--- config.mk ---
export PLATFORM = sky130hd
export DESIGN_NAME = sbm_lane
export DESIGN_NICKNAME = d
export VERILOG_FILES = /design/src/rtl/sbm_pkg.sv /design/src/rtl/sbm_lane.sv
export SDC_FILE = /design/constraint.sdc
export NUM_CORES = 1
export LEC_CHECK = 0
export CORE_ASPECT_RATIO = 0.6
export CORE_MARGIN = 4
export CORE_UTILIZATION = 65
export DETAILED_ROUTE_END_ITERATION = 7
export DONT_BUFFER_PORTS = 1
export MAX_ROUTING_LAYER = met4
export PLACE_DENSITY = 0.87
export SLEW_MARGIN = 20
export SYNTH_ARGS = -nofsm -noshare
export SYNTH_HDL_FRONTEND = slang
export SYNTH_SLANG_ARGS = --single-unit
--- constraint.sdc ---
create_clock -name vclk -period 8.9
set_input_delay 0.445 -clock vclk [all_inputs]
set_output_delay 0.445 -clock vclk [all_outputs]
set_load 0.02 [all_outputs]
--- src/rtl/sbm_pkg.sv ---
// Shared constants, types and codes of the separable 3x3 box mean block.
package sbm_pkg;

  localparam int MAX_WIDTH    = 1024;
  localparam int MAX_CHANNELS = 4;
  localparam int NUM_LANES    = 4;
  localparam int LANE_W       = 8;
  localparam int PIX_W        = NUM_LANES * LANE_W;
  localparam int COL_W        = $clog2(MAX_WIDTH);
  localparam int ROW_W        = 16;
  localparam int CHAN_CNT_W   = 3;
  localparam int IMG_W_W      = 11;
  localparam int CFG_IDX_W    = 2;
  localparam int CFG_DATA_W   = 16;

  // Division by three of a lane sum below 768: multiply by 683 and shift by 11.
  localparam int SUM_W        = LANE_W + 2;
  localparam int RECIP3       = 683;
  localparam int RECIP3_SHIFT = 11;
  localparam int PROD_W       = 2 * SUM_W;

  typedef logic [PIX_W-1:0] pix_t;
  typedef logic [COL_W-1:0] col_t;

  typedef enum logic [CFG_IDX_W-1:0] {
    REG_CHANNEL_COUNT = 2'd0,
    REG_IMAGE_WIDTH   = 2'd1,
    REG_IMAGE_HEIGHT  = 2'd2
  } reg_idx_t;

  // What one vertical step does with its column of the line stores.
  typedef enum logic [1:0] {
    OP_PIX   = 2'd0,
    OP_ROW0  = 2'd1,
    OP_DRAIN = 2'd2
  } op_kind_t;

  typedef struct packed {
    op_kind_t kind;
    col_t     col;
    pix_t     h;
    logic     frame_end;
    logic     run_end;
  } op_t;

  // Entry of the two line stores at one column: a is the older row.
  typedef struct packed {
    pix_t b;
    pix_t a;
  } line_pair_t;

  typedef struct packed {
    logic rd_en;
    col_t rd_addr;
    logic wr_en;
    col_t wr_addr;
  } mem_req_t;

endpackage

--- src/rtl/sbm_lane.sv ---
// One channel lane: rounded mean of three 8-bit values, (x+y+z+1)/3.
module sbm_lane (
  input  logic [sbm_pkg::LANE_W-1:0] x,
  input  logic [sbm_pkg::LANE_W-1:0] y,
  input  logic [sbm_pkg::LANE_W-1:0] z,
  output logic [sbm_pkg::LANE_W-1:0] m
);

  logic [sbm_pkg::SUM_W-1:0]  sum;
  logic [sbm_pkg::PROD_W-1:0] prod;

  // The reciprocal product is exact for every sum up to 766.
  assign sum  = sbm_pkg::SUM_W'(x) + sbm_pkg::SUM_W'(y) + sbm_pkg::SUM_W'(z)
              + sbm_pkg::SUM_W'(1);
  assign prod = sbm_pkg::PROD_W'(sum) * sbm_pkg::PROD_W'(sbm_pkg::RECIP3);
  assign m    = prod[sbm_pkg::RECIP3_SHIFT +: sbm_pkg::LANE_W];

endmodule

==> results.rst, run 1 <==
.. list-table::
   :header-rows: 1

   * - Metric
     - Value
   * - Run status
     - completed
   * - Critical path data arrival time
     - 6.25 ns
   * - Fraction of final layout cells sized beyond drive strength 1
     - under 10%
   * - Storage element area
     - 0 um2
   * - Number of library cell types mapped by synthesis
     - 33
   * - Post-synthesis compound-gate area fraction
     - roughly 14%
   * - Start point of the worst hold path
     - x[7]
   * - Global router's overall resource usage
     - between 20% and 30%
   * - Area of the die
     - ~4400 um2
   * - Final weighted congestion in routability-driven placement
     - approximately 0.93
   * - Final cell count without fillers
     - between 200 and 300
   * - Class of the most critical hold timing path
     - input pin to primary output
   * - Worst EP required
     - 8.46 ns
   * - Number of DRC markers after the initial detailed-route iteration
     - between 70 and 80
   * - Count of buffers added by post-CTS timing repair for setup
     - 0
   * - Slowest cell delay on critical path
     - around 0.52 ns
   * - Final setup violation count
     - 0
   * - Starting Density
     - between 70% and 80%
   * - Type of origin of the critical path
     - input pin
   * - Leading cell type in the layout, fill and taps excluded
     - sky130_fd_sc_hd__ha_1
   * - Top library cells by usage in the layout, fill and taps aside
     - 67 x sky130_fd_sc_hd__ha_1, 39 x sky130_fd_sc_hd__inv_1, 28 x sky130_fd_sc_hd__fa_1
   * - Post-synthesis simple-gate area fraction
     - 6.18%
   * - Count of boundary I/O pins
     - 32
   * - Max Fanout on Critical Path
     - 4
   * - Worst Setup End Kind
     - primary output
   * - Routed vias
     - 1530
   * - # clk buffers
     - 0
   * - Final period utilization
     - between 70 and 80%
   * - Syn Nets
     - about 340
   * - Count of nets after finishing
     - roughly 340
   * - Sum of net half-perimeters after detailed placement
     - ~4100 um
   * - Sequential cell count
     - 0
   * - Worst-case setup slack after placement
     - ~2.2 ns
   * - Number of warnings issued by yosys
     - 0
   * - Dpl cells
     - about 260
   * - Vertical extent of the die
     - between 50 and 60 um
   * - Multiplexer share of the synthesized area
     - 0%
   * - Number of filler cells placed in the layout
     - approximately 230
   * - Final critical-path setup slack
     - 2.21 ns
   * - Area Growth Syn to Fin
     - 2.43%
   * - Hold Crit Endpoint
     - m[7]
   * - Largest net degree at the start of global routing
     - 7
   * - Max Slew Vio Count
     - 0
   * - Site Rows
     - 15
   * - Global-route wire length before repair
     - ~7000 um
   * - Wire per inst
     - approximately 16 um
   * - Number of hold violations in the final report
     - 0
   * - Highest clock frequency the design can meet
     - between 0.1 and 0.15 GHz
   * - Core footprint
     - 3020 um2
   * - Syn Inst Count
     - 220
   * - Via-to-Cell Ratio
     - slightly below 6
   * - Setup Total Neg Slack
     - 0 ns
   * - Worst slew margin relative to its limit
     - about three fifths
   * - Max capacitance violation total
     - 0
   * - Cell Area, Placed
     - between 2000 and 2500 um2
   * - Die X-Extent
     - between 80 and 90 um
   * - Final non-filler cell area
     - roughly 2200 um2
   * - Sequential fraction of the synthesis area
     - 0%
   * - Main combinational cell family by area after synthesis
     - adder cells
   * - Hold-fix buffer count after cts
     - 0
   * - Number of detailed-route iterations in the first pass
     - 4
   * - Input/output buffers
     - 0
   * - Multi-input logic area
     - about 2000 um2
   * - Detailed-route DRC error count
     - 0
   * - Adder and majority cell fraction of the synthesized area
     - between 60% and 70%
   * - Total overflow reported by the global router
     - 0
   * - Initial antenna violation count
     - 0
   * - Count of antenna-violating nets left after detailed routing
     - 0
   * - Critical Path, Cell by Cell
     - fa_1 > ha_1 > a211oi_2 > nor2_2 > o31ai_4 > nand2b_1 > a21o_1 > xor2_1 > ha_1 > ha_1 > fa_1 > fa_1 > inv_1 > fa_1 > inv_1 > ha_1 > and3_1 > o21ai_0 > a21oi_1 > a31oi_1 > xnor2_1
   * - Hold path depth
     - 5
   * - Worst path slowest cell
     - sky130_fd_sc_hd__fa_1
   * - Post-synthesis average cell area
     - about 9.8 um2
   * - Synth Cell Area
     - about 2200 um2
   * - Number of resized instances in the post-cts repair step
     - 0
   * - Final min period
     - 6.69 ns
   * - Xor and xnor fraction of the mapped netlist area
     - under 10%
   * - Diodes inserted
     - 0
   * - Final wirelength
     - approximately 4300 um
   * - Number of global-route vias before repair
     - 1530
   * - Transition time of the tightest slew-check pin
     - slightly below 0.6 ns
   * - Setup repair after global routing missed its margin
     - false
   * - Crit Path Class
     - input pin to primary output
-- cell type report --
type / instances / area share (%)
Multi-Input combinational cell: 181 / 91.0
Inverter: 39 / 6.60
Tap cell: 42 / 2.37
-- metal layers --
| layer | wire (um) | vias to the layer above | GRT usage, % | part of all wire, % |
|---|---|---|---|---|
| met3 | 238 | 9 | 1.55 | 5.6 |
| li1 | - | 756 | - | - |
| met2 | 1790 | 43 | 32.6 | 42 |
| met5 | 0 | - | - | 0 |
| met1 | 2160 | 722 | 32.4 | 51 |
| met4 | 72 | 0 | 3.26 | 1.7 |
-- metrics by stage --
step	hold WS [ns]	util, %
after detailed placement	1.73	73.4
after CTS	1.73	73.4
after global placement	1.71	73.4
final	1.71	73.4
after floorplan	1.64	-
after global routing	1.80	73.4
-- how the worst max path moves through the flow --
| stage | startpoint | to | depth (start not counted) | slack [ns] |
|---|---|---|---|---|
| finish | y[1] | m[2] | 21 | 2.21 |
| global route | y[1] | m[7] | 21 | 1.85 |
| CTS | y[1] | m[2] | 21 | 2.18 |
| detailed placement | y[1] | m[2] | 21 | 2.20 |
| global placement | y[1] | m[2] | 21 | 2.29 |
| floorplan | y[1] | m[2] | 21 | 2.71 |
-- critical path, delay by kind of cell --
family	cells	cell delay, ns
AND/OR/NAND/NOR	3	0.39
adder cells (fa/ha/maj)	8	3.32
AO/OA/AOI/OAI	6	1.25
buffers and inverters	2	0.11
XOR/XNOR	2	0.74
-- Yosys cell counts (all sizes together) --
cell     n  share of area [%]
fa      28                 26
o31ai    1               0.98
a21oi    9                2.3
a21o    10                3.5
xor2     8                3.2
o21a     2               0.69
nand3    2               0.46
o21ai    6                1.4
o22a     1               0.81
nand2    4               0.69
nand3b   1               0.35
o211ai   1               0.35
or2      1               0.29
a211oi   3                1.5
and3     2               0.58
nand2b   2               0.58
xnor2   13                5.3
nor2b    1               0.29
nor3     1               0.23
o22ai    1               0.29
nand4b   2                1.1
inv     39                6.8
a21boi   4                1.4
and2     1               0.29
nor2     7                1.3
ha      67                 39
a31oi    3               0.87
-- kinds of logic after synthesis --
| group | after synthesis |
|---|---|
| buffers and inverters | 39 |
| adder cells (fa/ha/maj) | 95 |
| XOR/XNOR | 21 |
| AND/OR/NAND/NOR | 24 |
| AO/OA/AOI/OAI | 41 |
Power of run 1 is not shown: default switching activity piles up to over one toggle a cycle in this logic, so the estimate is an artifact.
==> run 2: changes to the inputs <==
clock period = 6.7 ns   (was 8.9 ns; I/O delays follow)
==> run 2 against run 1 <==
Net effect: die area stayed put; final cell count is 1.1% higher; flip-flop and latch count is the same; largest cell class unchanged.
==> results.rst, run 2 (synthesis results as in run 1) <==
.. list-table::
   :header-rows: 1

   * - Metric
     - Value
   * - Run status
     - completed
   * - Top library cells by usage in the layout, fill and taps aside
     - 67 x sky130_fd_sc_hd__ha_1, 39 x sky130_fd_sc_hd__inv_1, 28 x sky130_fd_sc_hd__fa_1
   * - Final non-filler cell area
     - 2300 um2 (+3.8%)
   * - Start point of the worst hold path
     - x[7]
   * - Global router's overall resource usage
     - 22.2% (+0.56 points)
   * - Hold-fix buffer count after cts
     - 0 (unchanged)
   * - Layout Utilization
     - 76.2% (+2.8 points)
   * - Number of DRC markers after the initial detailed-route iteration
     - 47 (-34%)
   * - Starting Density
     - 71.7% (unchanged)
   * - Number of global-route vias before repair
     - 1537 (+0.46%)
   * - Setup Total Neg Slack
     - 0 ns (unchanged)
   * - Die X-Extent
     - 82.5 um (unchanged)
   * - Hold path depth
     - 5 (unchanged)
   * - Final min period
     - around 6.4 ns
   * - Final wirelength
     - 4330 um (+1.6%)
   * - Vertical extent of the die
     - 52.7 um (unchanged)
   * - # clk buffers
     - 0 (unchanged)
   * - Final period utilization
     - 95.0%
   * - Wire per inst
     - 16.3 um (+0.49%)
   * - Site Rows
     - 15 (unchanged)
   * - Max capacitance violation total
     - 0 (unchanged)
   * - Number of hold violations in the final report
     - 0 (unchanged)
   * - Area of the die
     - 4350 um2 (unchanged)
   * - Multi-input logic area
     - 2080 um2 (+3.1%)
   * - Final setup violation count
     - 0 (unchanged)
   * - Worst Setup End Kind
     - primary output
   * - Number of filler cells placed in the layout
     - 202 (-10%)
   * - Count of boundary I/O pins
     - 32 (unchanged)
   * - Initial antenna violation count
     - 0 (unchanged)
   * - Area Growth Syn to Fin
     - 6.35%
   * - Max Fanout on Critical Path
     - 3 (-1)
   * - Worst slew margin relative to its limit
     - 65.2% (+4.8 points)
   * - Count of antenna-violating nets left after detailed routing
     - 0 (unchanged)
   * - Input/output buffers
     - 0 (unchanged)
   * - Class of the most critical hold timing path
     - input pin to primary output
   * - Fraction of final layout cells sized beyond drive strength 1
     - 8.52% (+4.9 points)
   * - Count of nets after finishing
     - 344 (+0.88%)
   * - Global-route wire length before repair
     - 7180 um (+3.1%)
   * - Routed vias
     - 1529 (-0.065%)
   * - Detailed-route DRC error count
     - 0 (unchanged)
   * - Storage element area
     - 0 um2 (unchanged)
   * - Core footprint
     - 3020 um2 (unchanged)
   * - Final weighted congestion in routability-driven placement
     - 0.903 (-2.5%)
   * - Cell Area, Placed
     - 2240 um2 (+1.0%)
   * - Count of buffers added by post-CTS timing repair for setup
     - 0 (unchanged)
   * - Number of detailed-route iterations in the first pass
     - 4 (unchanged)
   * - Sum of net half-perimeters after detailed placement
     - 3920 um (-3.2%)
   * - Via-to-Cell Ratio
     - 5.77 (-1.2%)
   * - Critical path data arrival time
     - 6.03 ns (-0.22 ns)
   * - Highest clock frequency the design can meet
     - approximately 0.16 GHz
   * - Largest net degree at the start of global routing
     - 7 (unchanged)
   * - Hold Crit Endpoint
     - m[7]
   * - Total overflow reported by the global router
     - 0 (unchanged)
   * - Type of origin of the critical path
     - input pin
   * - Diodes inserted
     - 0 (unchanged)
   * - Sequential cell count
     - 0 (unchanged)
   * - Setup repair after global routing missed its margin
     - true
   * - Transition time of the tightest slew-check pin
     - 0.520 ns (-0.0689 ns)
   * - Worst Hold Slack
     - 1.50 ns (-0.208 ns)
   * - Worst EP required
     - 6.36 ns (-2.10 ns)
   * - Leading cell type in the layout, fill and taps excluded
     - sky130_fd_sc_hd__ha_1
   * - Crit Path Class
     - input pin to primary output
   * - Max Slew Vio Count
     - 0 (unchanged)
run 2: per-layer routing:
| layer | vias to the layer above | wire length [um] | global-route usage, % |
|---|---|---|---|
| li1 | 763 | - | - |
| met4 | 0 | 6 | 0 |
| met1 | 723 | 2210 | 32.6 |
| met2 | 41 | 1830 | 34.0 |
| met5 | - | 0 | - |
| met3 | 2 | 291 | 3.95 |
run 2: worst max-delay path by stage:
stage,slack [ns],depth (start not counted),startpoint,endpoint
floorplan,0.73,21,y[1],m[2]
global placement,0.33,21,y[1],m[7]
detailed placement,0.33,21,y[1],m[7]
CTS,0.31,21,y[1],m[7]
global route,-0.11,23,y[1],m[6]
finish,0.33,24,y[1],m[2]
run 2: cell type report:
cell class | instances | share of cell area [%]
Multi-Input combinational cell | 181 | 90.4
Tap cell | 42 | 2.28
Inverter | 39 | 6.36
Timing Repair Buffer | 3 | 0.978
run 2: what timing repair did:
item	4_1_cts	5_1_grt
resized for setup	0	9
hold endpoints to repair	0	0
endpoints found under the setup margin	0	6
run 2: worst max-delay path, stage by stage:
cell                       delay (ns)
sky130_fd_sc_hd__fa_1            0.57
sky130_fd_sc_hd__inv_1           0.08
sky130_fd_sc_hd__fa_1            0.46
sky130_fd_sc_hd__nor2b_1         0.14
sky130_fd_sc_hd__o21ai_0         0.11
sky130_fd_sc_hd__a21boi_1        0.20
sky130_fd_sc_hd__o21ai_0         0.14
sky130_fd_sc_hd__nand2b_1        0.18
sky130_fd_sc_hd__xor2_1          0.28
sky130_fd_sc_hd__ha_1            0.30
sky130_fd_sc_hd__ha_1            0.31
sky130_fd_sc_hd__ha_1            0.31
sky130_fd_sc_hd__fa_1            0.53
sky130_fd_sc_hd__inv_1           0.06
sky130_fd_sc_hd__fa_1            0.50
sky130_fd_sc_hd__inv_1           0.04
sky130_fd_sc_hd__ha_1            0.29
sky130_fd_sc_hd__a21o_1          0.18
sky130_fd_sc_hd__a21o_1          0.21
sky130_fd_sc_hd__a211oi_2        0.19
sky130_fd_sc_hd__a21oi_2         0.11
sky130_fd_sc_hd__a31oi_1         0.22
sky130_fd_sc_hd__xnor2_1         0.14
sky130_fd_sc_hd__buf_4           0.16
run 2: metrics by stage:
| step | worst slack (ns) | instances |
|---|---|---|
| global placement | 0.334 | 265 |
| finish | 0.334 | 265 |
| detailed placement | 0.326 | 265 |
| floorplan | 0.728 | 220 |
| CTS | 0.314 | 265 |
| global route | -0.110 | 265 |
Power of run 2 is left out for the same reason.
==> run 3: changes to the inputs <==
ABC_AREA = 1   (was default)
==> run 3 against run 2 <==
Net effect: non-clock buffer count shrank 3; utilization shrank 6.8 points; synthesized area grew 16%.
==> results.rst, run 3 <==
.. list-table::
   :header-rows: 1

   * - Metric
     - Value
   * - Area of the die
     - 4960 um2 (+14%)
   * - Syn Nets
     - 455 (+34%)
   * - Final cell count without fillers
     - 382 (+44%)
   * - Main combinational cell family by area after synthesis
     - adder cells
   * - Routed vias
     - 2088 (+37%)
   * - Number of DRC markers after the initial detailed-route iteration
     - 177 (+280%)
   * - Synth top area share
     - 33.3% (-5.4 points)
   * - Number of global-route vias before repair
     - 2054 (+34%)
   * - Setup repair after global routing missed its margin
     - false
   * - Worst path slowest cell
     - sky130_fd_sc_hd__fa_1
   * - Count of antenna-violating nets left after detailed routing
     - 0 (unchanged)
   * - Final period utilization
     - 90.6% (-4.4 points)
   * - Setup Total Neg Slack
     - 0 ns (unchanged)
   * - Number of library cell types mapped by synthesis
     - 26 (-21%)
   * - Fraction of final layout cells sized beyond drive strength 1
     - 3.28% (-5.2 points)
   * - Total overflow reported by the global router
     - 0 (unchanged)
   * - # clk buffers
     - 0 (unchanged)
   * - Adder and majority cell fraction of the synthesized area
     - 55.6% (-9.0 points)
   * - Worst slew margin relative to its limit
     - 68.5% (+3.3 points)
   * - Critical Path, Cell by Cell
     - fa_1 > ha_1 > a21oi_1 > nand3_2 > a31oi_2 > xor2_1 > ha_1 > ha_1 > fa_1 > fa_1 > inv_1 > fa_1 > inv_1 > ha_1 > nand2_1 > inv_1 > nand2_1 > nand2_1 > a21oi_1 > nand2_2 > xor2_1
   * - Post-synthesis average cell area
     - 7.49 um2 (-24%)
   * - Via-to-Cell Ratio
     - 5.47 (-5.3%)
   * - Number of filler cells placed in the layout
     - 313 (+55%)
   * - Top library cells by usage in the layout, fill and taps aside
     - 78 x sky130_fd_sc_hd__nand2_1, 67 x sky130_fd_sc_hd__inv_1, 67 x sky130_fd_sc_hd__ha_1
   * - Crit Path Class
     - input pin to primary output
   * - Wire per inst
     - 14.0 um (-15%)
   * - GR peak layer
     - met1
   * - Sequential fraction of the synthesis area
     - 0% (unchanged)
   * - Final wirelength
     - 5330 um (+23%)
   * - Largest net degree at the start of global routing
     - 8 (+1)
   * - Number of detailed-route iterations in the first pass
     - 5 (+1)
   * - Site Rows
     - 17 (+2)
   * - Critical path data arrival time
     - 5.74 ns (-0.29 ns)
   * - Type of origin of the critical path
     - input pin
   * - Leading cell types by total area after synthesis
     - sky130_fd_sc_hd__ha_1 33%, sky130_fd_sc_hd__fa_1 22%, sky130_fd_sc_hd__nand2_1 12%
   * - Global router's overall resource usage
     - 23.6% (+1.4 points)
   * - Dominant cell type by area after synthesis
     - sky130_fd_sc_hd__ha_1
   * - Count of nets after finishing
     - 456 (+33%)
   * - Final setup violation count
     - 0 (unchanged)
   * - Number of warnings issued by yosys
     - 0 (unchanged)
   * - Starting Density
     - 68.0% (-3.7 points)
   * - Sum of net half-perimeters after detailed placement
     - 4910 um (+25%)
   * - Run status
     - completed
   * - Fraction of met2 tracks used by global routing
     - 33.2% (-0.82 points)
   * - Transition time of the tightest slew-check pin
     - 0.471 ns (-0.0494 ns)
   * - Number of resized instances in the post-cts repair step
     - 0 (unchanged)
   * - Area Growth Syn to Fin
     - 2.14%
   * - Worst EP required
     - 6.36 ns (about the same)
   * - Hold Crit Endpoint
     - m[7]
   * - Multiplexer share of the synthesized area
     - 0% (unchanged)
   * - Initial antenna violation count
     - 0 (unchanged)
   * - Start point of the worst hold path
     - z[0]
   * - Max Slew Vio Count
     - 0 (unchanged)
   * - Dpl cells
     - 382 (+44%)
   * - Storage element area
     - 0 um2 (unchanged)
   * - Layout Utilization
     - 69.4% (-6.8 points)
   * - Worst Setup End Kind
     - primary output
   * - Slowest cell delay on critical path
     - 0.51 ns (-0.06 ns)
   * - Detailed-route DRC error count
     - 0 (unchanged)
   * - Final min period
     - 6.07 ns (-0.294 ns)
   * - Multi-input logic area
     - 2260 um2 (+8.4%)
   * - Diodes inserted
     - 0 (unchanged)
   * - Synth Cell Area
     - 2520 um2 (+16%)
   * - Count of boundary I/O pins
     - 32 (unchanged)
   * - Core footprint
     - 3700 um2 (+22%)
   * - Global-route wire length before repair
     - 9300 um (+30%)
   * - Xor and xnor fraction of the mapped netlist area
     - 5.22% (-3.3 points)
   * - Met1 GRT Util
     - 37.0% (+4.4 points)
   * - Final weighted congestion in routability-driven placement
     - 0.941 (+4.3%)
   * - Die X-Extent
     - 88.3 um (+7.0%)
   * - Syn Inst Count
     - 336 (+53%)
   * - Max capacitance violation total
     - 0 (unchanged)
   * - Class of the most critical hold timing path
     - input pin to primary output
   * - Leading cell type in the layout, fill and taps excluded
     - sky130_fd_sc_hd__nand2_1
   * - Hold-fix buffer count after cts
     - 0 (unchanged)
   * - Post-synthesis simple-gate area fraction
     - 21.7% (+15 points)
   * - Met3 Use GR
     - 3.85% (-0.11 points)
   * - Highest clock frequency the design can meet
     - 0.165 GHz (+4.8%)
   * - Hold path depth
     - 6 (+1)
   * - Input/output buffers
     - 0 (unchanged)
   * - Vertical extent of the die
     - 56.2 um (+6.6%)
   * - Post-synthesis compound-gate area fraction
     - 7.16% (-6.8 points)
   * - Number of hold violations in the final report
     - 0 (unchanged)
   * - Count of buffers added by post-CTS timing repair for setup
     - 0 (unchanged)
   * - Max Fanout on Critical Path
     - 5 (+2)
   * - Sequential cell count
     - 0 (unchanged)
   * - Most frequently used cell type in the post-synthesis netlist
     - sky130_fd_sc_hd__nand2_1
   * - Leading post-synthesis cells by instance count
     - 78 x sky130_fd_sc_hd__nand2_1, 67 x sky130_fd_sc_hd__ha_1, 67 x sky130_fd_sc_hd__inv_1
-- run 3: cell types whose count changed after synthesis, moves of 7 or more --
cell	previous run	this run
sky130_fd_sc_hd__a21o_1	10	3
sky130_fd_sc_hd__nand3_1	2	15
sky130_fd_sc_hd__xnor2_1	13	4
sky130_fd_sc_hd__nor2_1	6	18
sky130_fd_sc_hd__inv_1	39	67
sky130_fd_sc_hd__a21oi_1	8	15
sky130_fd_sc_hd__nand2_1	4	78
-- run 3: worst max-delay path by stage --
| stage | startpoint | to | slack (ns) | depth (start not counted) |
|---|---|---|---|---|
| after floorplan | y[1] | m[3] | 1.01 | 26 |
| after global placement | y[1] | m[3] | 0.68 | 26 |
| after detailed placement | y[4] | m[3] | 0.64 | 21 |
| after CTS | y[4] | m[3] | 0.63 | 21 |
| after global routing | y[1] | m[2] | 0.24 | 27 |
| final | y[4] | m[3] | 0.63 | 21 |
-- run 3: worst max-delay path: cells and delay by family --
kind,cells,cell delay (ns)
adder cells (fa/ha/maj),8,3.36
XOR/XNOR,2,0.75
AO/OA/AOI/OAI,3,0.62
AND/OR/NAND/NOR,5,0.53
buffers and inverters,3,0.14
-- run 3: per-stage QoR --
step / area (um2) / setup WS, ns / hold slack (ns)
after floorplan: 2520 / 1.01 / 1.30
after detailed placement: 2570 / 0.639 / 1.46
final: 2570 / 0.628 / 1.47
after CTS: 2570 / 0.634 / 1.47
after global routing: 2570 / 0.236 / 1.52
after global placement: 2570 / 0.680 / 1.46
-- run 3: cells by family (layout without fill, tap and decap cells) --
group / after synthesis / after routing
AO/OA/AOI/OAI: 30 / 30
AND/OR/NAND/NOR: 127 / 127
adder cells (fa/ha/maj): 95 / 95
buffers and inverters: 69 / 68
XOR/XNOR: 15 / 15
-- run 3: cell type report --
| class | instances | share of cell area, % |
|---|---|---|
| inverters | 68 | 9.93 |
| multi-input cells | 267 | 87.8 |
| well taps | 47 | 2.29 |
-- run 3: layer usage --
| layer | part of all wire [%] | wire length [um] |
|---|---|---|
| met1 | 51 | 2710 |
| met2 | 41 | 2210 |
| met3 | 7.4 | 396 |
| met4 | 0.30 | 16 |
| met5 | 0 | 0 |
Power of run 3 is left out for the same reason.
